File: config.mk
export PLATFORM = sky130hd
export DESIGN_NAME = mtirp_cordic_cell
export DESIGN_NICKNAME = d
export VERILOG_FILES = /design/src/rtl/mtirp_pkg.sv /design/src/rtl/mtirp_cordic_cell.sv
export SDC_FILE = /design/constraint.sdc
export NUM_CORES = 1
export LEC_CHECK = 0
export ABC_AREA = 1
export BUFFER_PORTS_ARGS = -buffer_cell sky130_fd_sc_hd__buf_2
export CORE_ASPECT_RATIO = 1.25
export CORE_MARGIN = 8
export CORE_UTILIZATION = 35
export CTS_BUF_LIST = sky130_fd_sc_hd__clkbuf_2 sky130_fd_sc_hd__clkbuf_4 sky130_fd_sc_hd__clkbuf_8
export CTS_CLUSTER_SIZE = 10
export DETAILED_ROUTE_END_ITERATION = 6
export PLACE_DENSITY = 0.6
export SKIP_LAST_GASP = 1
export SLEW_MARGIN = 20
export SYNTH_ARGS = -nofsm -noshare
export SYNTH_HDL_FRONTEND = slang
export SYNTH_SLANG_ARGS = --single-unit
File: constraint.sdc
create_clock -name clock -period 2.3 [get_ports clock]
set_input_delay 0.46 -clock clock [delete_from_list [all_inputs] [get_ports clock]]
set_output_delay 0.46 -clock clock [all_outputs]
set_load 0.005 [all_outputs]
File: src/rtl/mtirp_pkg.sv
// types, widths and constants shared by the impedance / resistivity / phase pipeline
`default_nettype none
package mtirp_pkg;

   localparam int CW           = 32;   // one field component, signed Q8.24
   localparam int NW           = 66;   // numerator / determinant component
   localparam int PW           = 133;  // cross products N * conj(D)
   localparam int MW           = 132;  // squared magnitudes
   localparam int RW           = 48;   // resistivity and its scale register
   localparam int QW           = 180;  // dividend |N|^2 * inv_omega_mu
   localparam int XW           = 33;   // cordic x / y
   localparam int ZW           = 25;   // cordic angle, degrees Q.16
   localparam int FIT_BITS     = 30;
   localparam int NORM_STEPS   = 7;
   localparam int CORDIC_STEPS = 20;
   localparam int PHASE_LIM    = 23040;

   typedef logic signed [ZW-1:0] ang_type;

   localparam ang_type ATAN_TBL [CORDIC_STEPS] = '{
      25'sd2949120, 25'sd1740967, 25'sd919879, 25'sd466945, 25'sd234379,
      25'sd117304,  25'sd58666,   25'sd29335,  25'sd14668,  25'sd7334,
      25'sd3667,    25'sd1833,    25'sd917,    25'sd458,    25'sd229,
      25'sd115,     25'sd57,      25'sd29,     25'sd14,     25'sd7
   };

   typedef struct packed {
      logic signed [CW-1:0] re;
      logic signed [CW-1:0] im;
   } cpx_type;

   typedef struct packed {
      logic [63:0] ex_pol1;
      logic [63:0] ey_pol1;
      logic [63:0] hx_pol1;
      logic [63:0] hy_pol1;
      logic [63:0] ex_pol2;
      logic [63:0] ey_pol2;
      logic [63:0] hx_pol2;
      logic [63:0] hy_pol2;
   } req_type;

   typedef struct packed {
      logic signed [15:0] phase_xx;
      logic signed [15:0] phase_xy;
      logic signed [15:0] phase_yx;
      logic signed [15:0] phase_yy;
      logic [RW-1:0]      rho_xx;
      logic [RW-1:0]      rho_xy;
      logic [RW-1:0]      rho_yx;
      logic [RW-1:0]      rho_yy;
      logic               status;
   } rsp_type;

   typedef struct packed {
      logic im_zero;
      logic re_zero;
      logic im_neg;
      logic pos;
   } phflag_type;

   typedef struct packed {
      logic [PW-1:0] xa;
      logic [PW-1:0] ya;
      logic [PW-1:0] mx;
      phflag_type    flg;
   } norm_type;

   typedef struct packed {
      logic signed [XW-1:0] x;
      logic signed [XW-1:0] y;
      ang_type              z;
      phflag_type           flg;
   } cord_type;

   typedef struct packed {
      logic [QW-1:0] rem;
      logic [MW-1:0] den;
      logic [RW-1:0] quo;
      logic          ovf;
   } div_type;

endpackage
`default_nettype wire

File: src/rtl/mtirp_cordic_cell.sv
// one vectoring cordic iteration with its angle constant
`default_nettype none
module mtirp_cordic_cell import mtirp_pkg::*; #(
   parameter int STEP = 0
) (
   input  logic     clock,
   input  cord_type cell_i,
   output cord_type cell_o
);
   cord_type             cell_in;
   cord_type             cell_ff;
   logic signed [XW-1:0] xs;
   logic signed [XW-1:0] ys;

   always_comb begin
      cell_in = cell_i;
      xs = $signed(cell_i.x) >>> STEP;
      ys = $signed(cell_i.y) >>> STEP;
      if (!cell_i.y[XW-1]) begin
         cell_in.x = cell_i.x + ys;
         cell_in.y = cell_i.y - xs;
         cell_in.z = cell_i.z + ATAN_TBL[STEP];
      end else begin
         cell_in.x = cell_i.x - ys;
         cell_in.y = cell_i.y + xs;
         cell_in.z = cell_i.z - ATAN_TBL[STEP];
      end
   end

   always_ff @(posedge clock) begin
      cell_ff <= cell_in;
   end

   assign cell_o = cell_ff;

endmodule
`default_nettype wire

# Yosys cells after proc, flatten, opt, wreduce, memory -nomap -nowiden
# Index checks and enable logic that the tools add are counted.
# totals
latchBits	0
mem_bits_ro	0
regBits	95
mem_count	0
output_inout_bits	95
mem_bits_rw	0
# op_classes
eq_ne	0
bitwise	0
addsub	5
n_reduce_logical	0
multipliers	0
div	0
shifts	0
muxes	1
n_lt_le_gt_ge	0
# op_table
operator	count
$mux 91	1
$sub 33x33->33	2
$add 33x33->33	1
$add 25x23->25 const B	1
$sub 25x23->25 const B	1

# Depth between registers and ports, before layout
# Gate-level depths: netlist of run 1.
# depth
word_depth	2
depth_mapped	17
mapped_depth_nobuf	16

# Worst setup path after synthesis of run 1
# OpenSTA, ideal clock, no wires.
# synth_path
path_type	input-to-reg
from	input port cell_i[61] (netlist name)
to	register cell_ff, in the netlist cell_o[27]
slack_ps	-84
arrival_time_ps	2266
n_path_buf	3
path_stages	12
cell_sequence	buf_2 > clkinv_1 > clkbuf_1 > buf_4 > ha_1 > a21oi_1 > nand2_1 > a21oi_1 > nor2_1 > o21ai_0 > nand2_1 > xor2_1
# synth_lines
item	line	text
from (decl)	mtirp_cordic_cell.sv:7	input cord_type cell_i,
to (signal assigned)	mtirp_cordic_cell.sv:31	cell_ff <= cell_in;
to (decl)	mtirp_cordic_cell.sv:11	cord_type cell_ff;

==> Implementation_results.wiki, run 1 <==
{| class="wikitable"
! Metric !! Value
|-
| Slew at the pin with the worst max-slew slack || approximately 0.83 ns
|-
| Post-CTS Setup Repair Bufs || 0
|-
| Die span in x || 169 µm
|-
| Biggest area consumer among synthesized cells || sky130_fd_sc_hd__nand2_1
|-
| Commonest non-fill, non-tap cells in the layout || sky130_fd_sc_hd__nand2_1, sky130_fd_sc_hd__inv_1, sky130_fd_sc_hd__buf_4, sky130_fd_sc_hd__buf_2, sky130_fd_sc_hd__nand3_1
|-
| Data arrival at the endpoint of the critical path || 2.39 ns
|-
| Count of input and output buffers || 190
|-
| Number of placement rows || 70
|-
| Layout Area Growth over Synthesis || 29.5%
|-
| Max Slew Vio Count || 0
|-
| Total overflow reported by the global router || 0
|-
| Final weighted congestion in routability-driven placement || around 0.97
|-
| Peak supply drop || 0.245 mV
|-
| Sequential area share after synthesis || 0.184
|-
| Chip height || between 200 and 250 µm
|-
| Leading cell type in the layout, fill and taps excluded || sky130_fd_sc_hd__nand2_1
|-
| Maximum frequency from static timing analysis || 480 MHz
|-
| Clk sinks || 94
|-
| Area of the core region || roughly 29,000 µm²
|-
| Initial Util || 0.353
|-
| Static Leak || about 0.0081 µW
|-
| Number of buffers between clock root and the deepest sink || 2
|-
| Post-cts hold buffer count || 0
|-
| Number of levels the H-tree was split into || 3
|-
| Smallest hold slack || 0.145 ns
|-
| Setup repair after global routing missed its margin || false
|-
| Setup slack after layout || 0.215 ns
|-
| Final instance area || 13,200 µm²
|-
| Number of failing setup endpoints in the final timing report || 0
|-
| Global-route wire length before repair || approximately 61 mm
|-
| Critical Path End || cell_o[59]
|-
| Placement-stage worst setup slack || -0.169 ns
|-
| Placed Instances || 2,530
|-
| Flip-flop and latch count after synthesis || 94
|-
| Number of flip-flops under the largest register name || 94
|-
| Layout Cells excl Fill || 2,546
|-
| Mapped Nets || 1,977
|-
| Die area || ~35,000 µm²
|-
| Count of antenna diodes in the layout || 0
|-
| Post-route antenna net violation count || 0
|-
| Clock buffers created by TritonCTS || 9
|-
| DRC marker count from the first detailed-route iteration || 680
|-
| Cells after synthesis || approximately 1.8k
|-
| Max FO, Critical Path || 3
|-
| Critical path start-end classification || primary input to flip-flop
|-
| Cell Area, Synth || between 10,000 and 15,000 µm²
|-
| Number of I/O pins || roughly 190
|-
| Routed length per instance || 15.2 µm
|-
| Power per cell area || 472 nW/µm²
|-
| Cell area after placement || 13,000 µm²
|-
| Core Util, Final || 0.457
|-
| Final number of hold-violating endpoints || 0
|-
| Run status || completed
|-
| Number of maximum-capacitance violations || 0
|-
| Period Utilization, post-route || 0.906
|-
| Vias in the first global route || 11.9k
|-
| Reg clk slew, reported paths || about 0.12 ns
|-
| Average cell area after synthesis || 5.79 µm²
|-
| Data required time of the worst path || 2.60 ns
|-
| DR vias || 11.7k
|-
| Iteration count of the initial detailed-routing pass || 6
|-
| Clock root buffer || sky130_fd_sc_hd__clkbuf_8
|-
| Layout cells sized above 1 || 0.234
|-
| Leading post-synthesis cells by cell area || sky130_fd_sc_hd__nand2_1, sky130_fd_sc_hd__dfxtp_1, sky130_fd_sc_hd__ha_1
|-
| Clock tree from TritonCTS || built
|-
| Critical path origin || cell_i[62]
|-
| Maximum number of pins on one net before global-route repair || 69
|-
| DRC violations left || 0
|-
| Antenna violations before repair || 0
|-
| Fill cell instance count of the final layout || 3,113
|-
| Overall global routing resource usage || 0.222
|-
| Relative slew slack || 0.444
|-
| Area fraction of the dominant cell type after synthesis || 0.232
|-
| Yosys cell types || 36
|-
| Final Net Count || ~2.4k
|-
| Path class of the lowest-slack min-delay path || primary input to flip-flop
|-
| Category of the worst setup path launch point || primary input
|-
| Dpl hpwl || between 30 and 40 mm
|-
| Period minus WS final || roughly 2.1 ns
|-
| Multi-input gate area in the final layout || 6670 µm²
|-
| Post-cts sizing count || 0
|-
| Yosys warnings || 0
|-
| Total length of routed wires || 38.7 mm
|-
| Combined flip-flop and latch cell area || 1880 µm²
|-
| Routed vias/inst || 4.61
|-
| Worst hold path stage count || 1
|-
| Endpoint class of the critical path || flip-flop
|}
## worst min path at each step
| stage | start | to | slack, ns |
|---|---|---|---|
| 2_1_floorplan | cell_i[0] | cell_o[0] | 0.49 |
| 3_5_place_dp | cell_i[13] | cell_o[13] | 0.56 |
| 3_3_place_gp | cell_i[12] | cell_o[12] | 0.56 |
| 6_report | cell_i[5] | cell_o[5] | 0.15 |
| 5_1_grt | cell_i[5] | cell_o[5] | 0.11 |
| 4_1_cts | cell_i[5] | cell_o[5] | 0.12 |
## per-stage QoR
stage / power, µW / setup TNS [ns]
2_1_floorplan: 3660 / 0
3_3_place_gp: 5060 / -3.32
3_5_place_dp: 5090 / -3.59
4_1_cts: 6310 / 0
5_1_grt: 6730 / 0
6_report: 6250 / 0
## area by class of cell
type                            count  area share
Clock buffer                        9     0.00935
Clock inverter                      7     0.00567
Inverter                          360       0.102
Timing Repair Buffer              414       0.200
Sequential cell                    94       0.142
Tap cell                          396      0.0374
Multi-Input combinational cell   1266       0.504
## cell usage after synthesis, drive strengths merged
cell type and instances:
xnor2 3, o21bai 12, fa 4, dfxtp 94
o31ai 1, a21o 3, and3 2, nand2 664
nand4 18, inv 359, nor3 9, nand3b 1
a31oi 2, o22ai 7, o21a 3, nand3 167
a21oi 78, nor2 118, xor2 25, clkbuf 6
clkinv 1, buf 39, o21ai 37, ha 112
## routing by layer
layer / vias to the layer above / routed length (µm) / part of all wire / track usage
met4: 0 / 1800 / 0.046 / 0.107
met3: 80 / 1870 / 0.048 / 0.0280
li1: 6097 / - / - / -
met1: 5220 / 15200 / 0.39 / 0.236
met2: 350 / 19900 / 0.51 / 0.420
met5: - / 0 / 0 / 0
## where the power goes
| group | switching (µW) | internal [µW] |
|---|---|---|
| logic | 1830 | 1260 |
| registers | 84.5 | 1880 |
| clock network | 764 | 432 |
## cell families after synthesis
| logic type | count (synthesis) | synth area share |
|---|---|---|
| and+or+nand+nor | 979 | 0.406 |
| buffers and inverters | 405 | 0.164 |
| AOI/OAI and AO/OA | 143 | 0.0772 |
| adders and majority gates | 116 | 0.145 |
| DFF | 94 | 0.184 |
| xor gates and xnor gates | 28 | 0.0240 |
## worst max-delay path: stages
cell and delay [ns]:
sky130_fd_sc_hd__buf_2 0.12, sky130_fd_sc_hd__buf_4 0.12, sky130_fd_sc_hd__ha_1 0.21, sky130_fd_sc_hd__fa_1 0.40, sky130_fd_sc_hd__inv_1 0.13, sky130_fd_sc_hd__buf_4 0.16
sky130_fd_sc_hd__nand2_1 0.08, sky130_fd_sc_hd__nand3_2 0.11, sky130_fd_sc_hd__nand2_2 0.08, sky130_fd_sc_hd__nand2_2 0.11, sky130_fd_sc_hd__nand2_1 0.13, sky130_fd_sc_hd__nand2_1 0.10
sky130_fd_sc_hd__nand2_1 0.05, sky130_fd_sc_hd__nand3_1 0.06, sky130_fd_sc_hd__nand2_1 0.06
Power figures use the tool's default switching activity.
==> run 2: changes to the inputs <==
--- a/config.mk
+++ b/config.mk
@@ -5,15 +5,15 @@
 export SDC_FILE = /design/constraint.sdc
 export NUM_CORES = 1
 export LEC_CHECK = 0
-export ABC_AREA = 1
 export BUFFER_PORTS_ARGS = -buffer_cell sky130_fd_sc_hd__buf_2
+export CAP_MARGIN = 20
 export CORE_ASPECT_RATIO = 1.25
 export CORE_MARGIN = 8
 export CORE_UTILIZATION = 35
 export CTS_BUF_LIST = sky130_fd_sc_hd__clkbuf_2 sky130_fd_sc_hd__clkbuf_4 sky130_fd_sc_hd__clkbuf_8
 export CTS_CLUSTER_SIZE = 10
 export DETAILED_ROUTE_END_ITERATION = 6
-export PLACE_DENSITY = 0.6
+export PLACE_DENSITY = 0.61
 export SKIP_LAST_GASP = 1
 export SLEW_MARGIN = 20
 export SYNTH_ARGS = -nofsm -noshare
==> run 2 against run 1 <==
Compared with the run above:
- the run now ends with negative setup slack left
- non-clock buffer count is 114 higher
- core utilization is 13 points higher
- area after synthesis is 21% lower
- count of clock-buffer cells in the layout stayed put
- worst setup slack worse by 0.30 ns
- hold slack better by 0.0041 ns
- die area is 19% lower
- largest cell class unchanged
- highest routed layer unchanged
==> Implementation_results.wiki, run 2 <==
{| class="wikitable"
! Metric !! Value
|-
| Number of failing setup endpoints in the final timing report || 16 (+16)
|-
| Smallest hold slack || 0.149 ns (+0.00406 ns)
|-
| Cells after synthesis || 1,038 (-41%)
|-
| Mapped Nets || 1,250 (-37%)
|-
| Number of placement rows || 62 (-11%)
|-
| Number of flip-flops under the largest register name || 94 (unchanged)
|-
| Number of I/O pins || 191 (unchanged)
|-
| Total overflow reported by the global router || 0 (unchanged)
|-
| Slew at the pin with the worst max-slew slack || 0.686 ns (-0.147 ns)
|-
| Clock tree from TritonCTS || built
|-
| DRC marker count from the first detailed-route iteration || 629 (-7.5%)
|-
| Layout Cells excl Fill || 1,823 (-28%)
|-
| Run status || complete, but fails checks
|-
| Placed Instances || 1,774 (-30%)
|-
| Clock root buffer || sky130_fd_sc_hd__clkbuf_8
|-
| Relative slew slack || 0.542 (+0.0979)
|-
| Period minus WS final || 2.38 ns (+0.296 ns)
|-
| Vias in the first global route || 9,699 (-18%)
|-
| Category of the worst setup path launch point || primary input
|-
| Final weighted congestion in routability-driven placement || 0.951 (-1.8%)
|-
| Number of buffers between clock root and the deepest sink || 2 (unchanged)
|-
| Average cell area after synthesis || 7.78 µm² (+34%)
|-
| Die area || 28,200 µm² (-19%)
|-
| Violations in the final reports || negative setup slack
|-
| Final number of hold-violating endpoints || 0 (unchanged)
|-
| Yosys cell types || 72 (+100%)
|-
| Destination of the worst hold path || cell_o[13]
|-
| Data arrival at the endpoint of the critical path || 2.67 ns (+0.28 ns)
|-
| Library cell with the highest instance count after synthesis || sky130_fd_sc_hd__ha_1
|-
| Data required time of the worst path || 2.59 ns (about the same)
|-
| Static Leak || 0.00640 µW (-21%)
|-
| Dpl hpwl || 26.3 mm (-22%)
|-
| Leading post-synthesis cells by cell area || sky130_fd_sc_hd__dfxtp_1, sky130_fd_sc_hd__ha_1, sky130_fd_sc_hd__a21oi_1
|-
| Chip height || 186 µm (-10%)
|-
| Period Utilization, post-route || 1.04 (+0.129)
|-
| Count of input and output buffers || 190 (unchanged)
|-
| Core Util, Final || 0.583 (+0.126)
|-
| Die span in x || 152 µm (-10%)
|-
| Reg clk slew, reported paths || 0.11 ns (about the same)
|-
| Clock buffers created by TritonCTS || 9 (unchanged)
|-
| Routed vias/inst || 5.21 (+13%)
|-
| Critical path start-end classification || primary input to flip-flop
|-
| Worst hold path stage count || 1 (unchanged)
|-
| Critical path origin || cell_i[29]
|-
| Cell area after placement || 12,100 µm² (-7.5%)
|-
| Power per cell area || 501 nW/µm² (+6.1%)
|-
| Fraction of synthesis flops using an asynchronous set or reset pin || 0 (unchanged)
|-
| Setup repair after global routing missed its margin || true
|-
| Flip-flop and latch count after synthesis || 94 (unchanged)
|-
| Sequential area share after synthesis || 0.233 (+0.0489)
|-
| Final Net Count || 1,742 (-26%)
|-
| Count of antenna diodes in the layout || 0 (unchanged)
|-
| Initial Util || 0.354 (+0.00147)
|-
| Overall global routing resource usage || 0.221 (-0.000489)
|-
| Total length of routed wires || 32.4 mm (-16%)
|-
| Number of maximum-capacitance violations || 0 (unchanged)
|-
| Endpoint class of the critical path || flip-flop
|-
| Path class of the lowest-slack min-delay path || primary input to flip-flop
|-
| DR vias || 9,502 (-19%)
|-
| Layout Area Growth over Synthesis || 64.6%
|-
| Area fraction of the dominant cell type after synthesis || 0.233 (+0.000958)
|-
| Overall power of the completed layout || 6660 µW (+6.5%)
|-
| Global-route wire length before repair || 50.6 mm (-18%)
|-
| Max FO, Critical Path || 5 (+2)
|-
| Cell Area, Synth || 8080 µm² (-21%)
|-
| Number of enable-type register cells in the synthesized netlist || 0 (unchanged)
|-
| Worst min-delay path startpoint || cell_i[13]
|-
| Maximum number of pins on one net before global-route repair || 84 (+22%)
|-
| Antenna violations before repair || 0 (unchanged)
|-
| Post-route antenna net violation count || 0 (unchanged)
|-
| Max Slew Vio Count || 0 (unchanged)
|-
| Most instantiated flip-flop cell in the synthesis netlist || sky130_fd_sc_hd__dfxtp_1
|-
| Routed length per instance || 17.8 µm (+17%)
|-
| Maximum frequency from static timing analysis || 420 MHz (-12%)
|-
| DRC violations left || 0 (unchanged)
|-
| Final instance area || 13,300 µm² (+0.36%)
|-
| Commonest non-fill, non-tap cells in the layout || sky130_fd_sc_hd__buf_4, sky130_fd_sc_hd__buf_2, sky130_fd_sc_hd__dfxtp_1, sky130_fd_sc_hd__a21oi_1
|-
| Fill cell instance count of the final layout || 2,069 (-34%)
|-
| Yosys warnings || 0 (unchanged)
|-
| Layout cells sized above 1 || 0.468 (+0.234)
|-
| Commonest cells post-synth || sky130_fd_sc_hd__ha_1, sky130_fd_sc_hd__a21oi_1, sky130_fd_sc_hd__inv_1
|-
| Number of levels the H-tree was split into || 3 (unchanged)
|-
| Post-cts hold buffer count || 0 (unchanged)
|-
| Clk sinks || 94 (unchanged)
|-
| Area of the core region || 22,800 µm² (-21%)
|-
| Setup slack after layout || -0.0806 ns (-0.296 ns)
|-
| Peak supply drop || 0.339 mV (+39%)
|-
| Biggest area consumer among synthesized cells || sky130_fd_sc_hd__dfxtp_1
|-
| Iteration count of the initial detailed-routing pass || 6 (unchanged)
|-
| Leading cell type in the layout, fill and taps excluded || sky130_fd_sc_hd__buf_4
|}
run 2: changes by cell type after synthesis, sizes merged, moves of 12 or more:
cell / before / now
a21oi: 78 / 110
nand2: 664 / 56
clkbuf: 6 / 34
a21o: 3 / 25
xnor2: 3 / 62
nand3: 167 / 26
buf: 39 / 13
inv: 359 / 107
nor2b: 0 / 12
o211ai: 0 / 15
nor2: 118 / 72
xor2: 25 / 7
o21ai: 37 / 68
nor3: 9 / 21
run 2: timing repair:
action / 4_1_cts / 5_1_grt
cloned: 0 / 0
gates resized for setup: 76 / 88
endpoints found under the setup margin: 35 / 39
buffers inserted: 13 / 20
pin swaps: 41 / 39
run 2: where the power goes:
group / total (µW) / switching, µW / internal [µW]
logic: 3410 / 1710 / 1700
registers: 2050 / 96.0 / 1950
clock network: 1200 / 772 / 433
total: 6660 / 2570 / 4080
run 2: per-layer routing:
layer	vias to the layer above	global-route usage	wire, µm
met5	-	0	0
met4	0	0.104	1380
met3	83	0.0368	1830
met2	392	0.394	16000
met1	4413	0.255	13200
li1	4614	-	-
run 2: worst max-delay path by stage:
stage	end	slack, ns	cells past startpoint
2_1_floorplan	cell_o[91]	-0.34	11
3_3_place_gp	cell_o[59]	-0.61	11
3_5_place_dp	cell_o[91]	-0.64	11
4_1_cts	cell_o[87]	-0.08	12
5_1_grt	cell_o[39]	-0.19	12
6_report	cell_o[82]	-0.08	11
run 2: final cells by class:
cell class / count / area (µm²) / area share
multi-input combinational: 786 / 6710 / 0.505
timing repair buffer: 528 / 3690 / 0.278
sequential: 94 / 1880 / 0.142
inverter: 111 / 447 / 0.0336
tap: 288 / 360 / 0.0271
clock buffer: 9 / 124 / 0.00932
clock inverter: 7 / 80.1 / 0.00603
run 2: critical path: stages:
cell and delay, ns:
sky130_fd_sc_hd__buf_8 0.09, sky130_fd_sc_hd__ha_4 0.14, sky130_fd_sc_hd__fa_2 0.24, sky130_fd_sc_hd__nand2b_4 0.07, sky130_fd_sc_hd__a2111oi_4 0.38, sky130_fd_sc_hd__o31a_1 0.37, sky130_fd_sc_hd__or2_4 0.21, sky130_fd_sc_hd__a31oi_4 0.12
sky130_fd_sc_hd__o41ai_4 0.27, sky130_fd_sc_hd__mux2i_1 0.15, sky130_fd_sc_hd__xnor2_1 0.17
run 2: logic make-up after synthesis:
logic type,Yosys count,share of synthesized area
mux,11,0.0136
xor+xnor,69,0.0748
simple gates,257,0.157
compound gates,333,0.263
flops,94,0.233
fa+ha+maj,116,0.183
buf+inv,158,0.0748
run 2: through the flow:
| step | TNS, ns | setup WS [ns] |
|---|---|---|
| 3_5_place_dp | -22.05 | -0.642 |
| 6_report | -0.640 | -0.0806 |
| 5_1_grt | -2.26 | -0.188 |
| 2_1_floorplan | -2.50 | -0.344 |
| 4_1_cts | -0.562 | -0.0847 |
| 3_3_place_gp | -20.85 | -0.612 |
==> run 3: changes to the inputs <==
--- a/config.mk
+++ b/config.mk
@@ -7,13 +7,15 @@
 export LEC_CHECK = 0
 export BUFFER_PORTS_ARGS = -buffer_cell sky130_fd_sc_hd__buf_2
 export CAP_MARGIN = 20
+export CELL_PAD_IN_SITES_DETAIL_PLACEMENT = 0
+export CELL_PAD_IN_SITES_GLOBAL_PLACEMENT = 1
 export CORE_ASPECT_RATIO = 1.25
 export CORE_MARGIN = 8
 export CORE_UTILIZATION = 35
 export CTS_BUF_LIST = sky130_fd_sc_hd__clkbuf_2 sky130_fd_sc_hd__clkbuf_4 sky130_fd_sc_hd__clkbuf_8
 export CTS_CLUSTER_SIZE = 10
 export DETAILED_ROUTE_END_ITERATION = 6
-export PLACE_DENSITY = 0.61
+export PLACE_DENSITY = 0.76
 export SKIP_LAST_GASP = 1
 export SLEW_MARGIN = 20
 export SYNTH_ARGS = -nofsm -noshare
==> constraint.sdc (replaced) <==
create_clock -name clock -period 2.5 [get_ports clock]
set_input_delay 0.5 -clock clock [delete_from_list [all_inputs] [get_ports clock]]
set_output_delay 0.5 -clock clock [all_outputs]
set_load 0.005 [all_outputs]
==> run 3 against run 2 <==
Compared with the run above:
- die area is the same
- flip-flop and latch count stayed put
- global-route usage shrank 0.69 points
- combinational power fell by 14%
- clock power decreased by 11%
- cell area fell by 5.7%
- via count down 1.6%
- count of clock-buffer cells in the layout is the same
- core utilization fell by 3.3 points
- critical path depth grew 1
- the run now ends clean
==> Implementation_results.wiki, run 3 (synthesis gave the netlist of run 2 again) <==
{| class="wikitable"
! Metric !! Value
|-
| Run status || completed
|-
| Data required time of the worst path || 2.82 ns (+0.23 ns)
|-
| Total length of routed wires || 31.9 mm (-1.5%)
|-
| Count of antenna diodes in the layout || 0 (unchanged)
|-
| Vias in the first global route || 9,476 (-2.3%)
|-
| Maximum number of pins on one net before global-route repair || 63 (-25%)
|-
| Layout cells sized above 1 || 0.426 (-0.0427)
|-
| Total overflow reported by the global router || 0 (unchanged)
|-
| Commonest non-fill, non-tap cells in the layout || sky130_fd_sc_hd__buf_4, sky130_fd_sc_hd__buf_2, sky130_fd_sc_hd__inv_1, sky130_fd_sc_hd__dfxtp_1
|-
| Overall power of the completed layout || 5870 µW (-12%)
|-
| Destination of the worst hold path || cell_o[4]
|-
| Endpoint class of the critical path || flip-flop
|-
| Static Leak || 0.00615 µW (-3.8%)
|-
| Dpl hpwl || 25.9 mm (-1.7%)
|-
| Global-route wire length before repair || 49.1 mm (-2.9%)
|-
| Summed negative setup slack over all endpoints || 0 ns (+0.640 ns)
|-
| Worst min-delay path startpoint || cell_i[4]
|-
| Clk sinks || 94 (unchanged)
|-
| Antenna violations before repair || 0 (unchanged)
|-
| Clock root buffer || sky130_fd_sc_hd__clkbuf_8
|-
| Post-route antenna net violation count || 0 (unchanged)
|-
| Period minus WS final || 2.47 ns
|-
| Number of levels the H-tree was split into || 3 (unchanged)
|-
| DR vias || 9,349 (-1.6%)
|-
| Max FO, Critical Path || 3 (-2)
|-
| Count of input and output buffers || 190 (unchanged)
|-
| Area of the core region || 22,800 µm² (unchanged)
|-
| Routed length per instance || 17.8 µm (about the same)
|-
| Final number of hold-violating endpoints || 0 (unchanged)
|-
| DRC marker count from the first detailed-route iteration || 558 (-11%)
|-
| Clock tree from TritonCTS || built
|-
| Die area || 28,200 µm² (unchanged)
|-
| Period Utilization, post-route || 0.990
|-
| Peak supply drop || 0.296 mV (-13%)
|-
| Final Net Count || 1,715 (-1.5%)
|-
| Iteration count of the initial detailed-routing pass || 5 (-1)
|-
| Final weighted congestion in routability-driven placement || 0.929 (-2.3%)
|-
| Number of failing setup endpoints in the final timing report || 0 (-16)
|-
| Maximum frequency from static timing analysis || 404 MHz
|-
| Post-cts hold buffer count || 0 (unchanged)
|-
| Power per cell area || 468 nW/µm² (-6.6%)
|-
| Category of the worst setup path launch point || primary input
|-
| Number of flip-flops under the largest register name || 94 (unchanged)
|-
| Multi-input gate area in the final layout || 6320 µm² (-5.8%)
|-
| Cell area after placement || 11,700 µm² (-2.9%)
|-
| Slew at the pin with the worst max-slew slack || 0.738 ns (+0.0515 ns)
|-
| Number of buffers between clock root and the deepest sink || 2 (unchanged)
|-
| Relative slew slack || 0.508 (-0.0343)
|-
| Max Slew Vio Count || 0 (unchanged)
|-
| Fill cell instance count of the final layout || 2,232 (+7.9%)
|-
| Data arrival at the endpoint of the critical path || 2.79 ns (+0.12 ns)
|-
| Chip height || 186 µm (unchanged)
|-
| Overall global routing resource usage || 0.214 (-0.00692)
|-
| Layout Area Growth over Synthesis || 55.2%
|-
| Initial Util || 0.354 (unchanged)
|-
| Setup repair after global routing missed its margin || true
|-
| Leading cell type in the layout, fill and taps excluded || sky130_fd_sc_hd__buf_4
|-
| Number of placement rows || 62 (unchanged)
|-
| Critical path start-end classification || primary input to flip-flop
|-
| DRC violations left || 0 (unchanged)
|-
| Die span in x || 152 µm (unchanged)
|-
| Routed vias/inst || 5.21 (-0.13%)
|-
| Number of I/O pins || 191 (unchanged)
|-
| Final instance area || 12,500 µm² (-5.7%)
|-
| Clock buffers created by TritonCTS || 9 (unchanged)
|-
| Number of maximum-capacitance violations || 0 (unchanged)
|-
| Path class of the lowest-slack min-delay path || primary input to flip-flop
|-
| Combined flip-flop and latch cell area || 1880 µm² (unchanged)
|-
| Reg clk slew, reported paths || 0.12 ns (about the same)
|-
| Worst hold path stage count || 1 (unchanged)
|}
run 3: report_power, final:
| part | total, µW | switching (µW) | internal [µW] | leakage [µW] |
|---|---|---|---|---|
| logic | 2930 | 1500 | 1430 | 0.00526 |
| registers | 1870 | 77.0 | 1790 | 0.000793 |
| clock network | 1070 | 680 | 387 | 0.0000956 |
run 3: worst max path at each step:
stage                    start    endpoint  depth (start not counted)
floorplan           cell_i[37]  cell_o[91]                         11
global placement    cell_i[29]  cell_o[58]                         12
detailed placement  cell_i[33]  cell_o[83]                         12
CTS                 cell_i[29]  cell_o[48]                         12
global route        cell_i[51]  cell_o[56]                         13
finish              cell_i[44]  cell_o[93]                         12
run 3: cell type report:
cell class	instances	area share
timing repair buffer	501	0.267
clock buffer	9	0.00988
inverter	111	0.0348
clock inverter	7	0.00509
multi-input combinational	786	0.504
tap	288	0.0287
sequential	94	0.150
run 3: repair_timing:
action / in CTS / in global routing
gates resized for setup: 42 / 78
buffers inserted: 11 / 4
endpoints found under the setup margin: 26 / 36
pin swaps: 28 / 47
run 3: worst max-delay path, stage by stage:
cell and delay (ns):
sky130_fd_sc_hd__buf_2 0.10, sky130_fd_sc_hd__buf_4 0.13, sky130_fd_sc_hd__ha_1 0.23, sky130_fd_sc_hd__nor2b_1 0.16, sky130_fd_sc_hd__o211ai_1 0.28, sky130_fd_sc_hd__a21oi_1 0.14, sky130_fd_sc_hd__a211oi_2 0.19, sky130_fd_sc_hd__buf_4 0.15
sky130_fd_sc_hd__o31ai_1 0.11, sky130_fd_sc_hd__a311oi_2 0.37, sky130_fd_sc_hd__o22ai_2 0.16, sky130_fd_sc_hd__xnor2_1 0.26
run 3: through the flow:
| stage | setup WS (ns) | cells | hold WS (ns) | utilization |
|---|---|---|---|---|
| 3_3_place_gp | -0.637 | 1766 | 0.602 | 0.514 |
| 4_1_cts | 0.00114 | 1792 | 0.176 | 0.533 |
| 2_1_floorplan | -0.184 | 1038 | 0.528 | - |
| 3_5_place_dp | -0.645 | 1766 | 0.604 | 0.514 |
| 6_report | 0.0262 | 1796 | 0.197 | 0.550 |
| 5_1_grt | -0.0588 | 1796 | 0.172 | 0.550 |
run 3: routing by layer:
layer,share of wire,up-vias,track usage
met5,0,-,0
met4,0.034,0,0.0873
met3,0.056,74,0.0342
met2,0.49,330,0.384
met1,0.42,4382,0.251
li1,-,4563,-
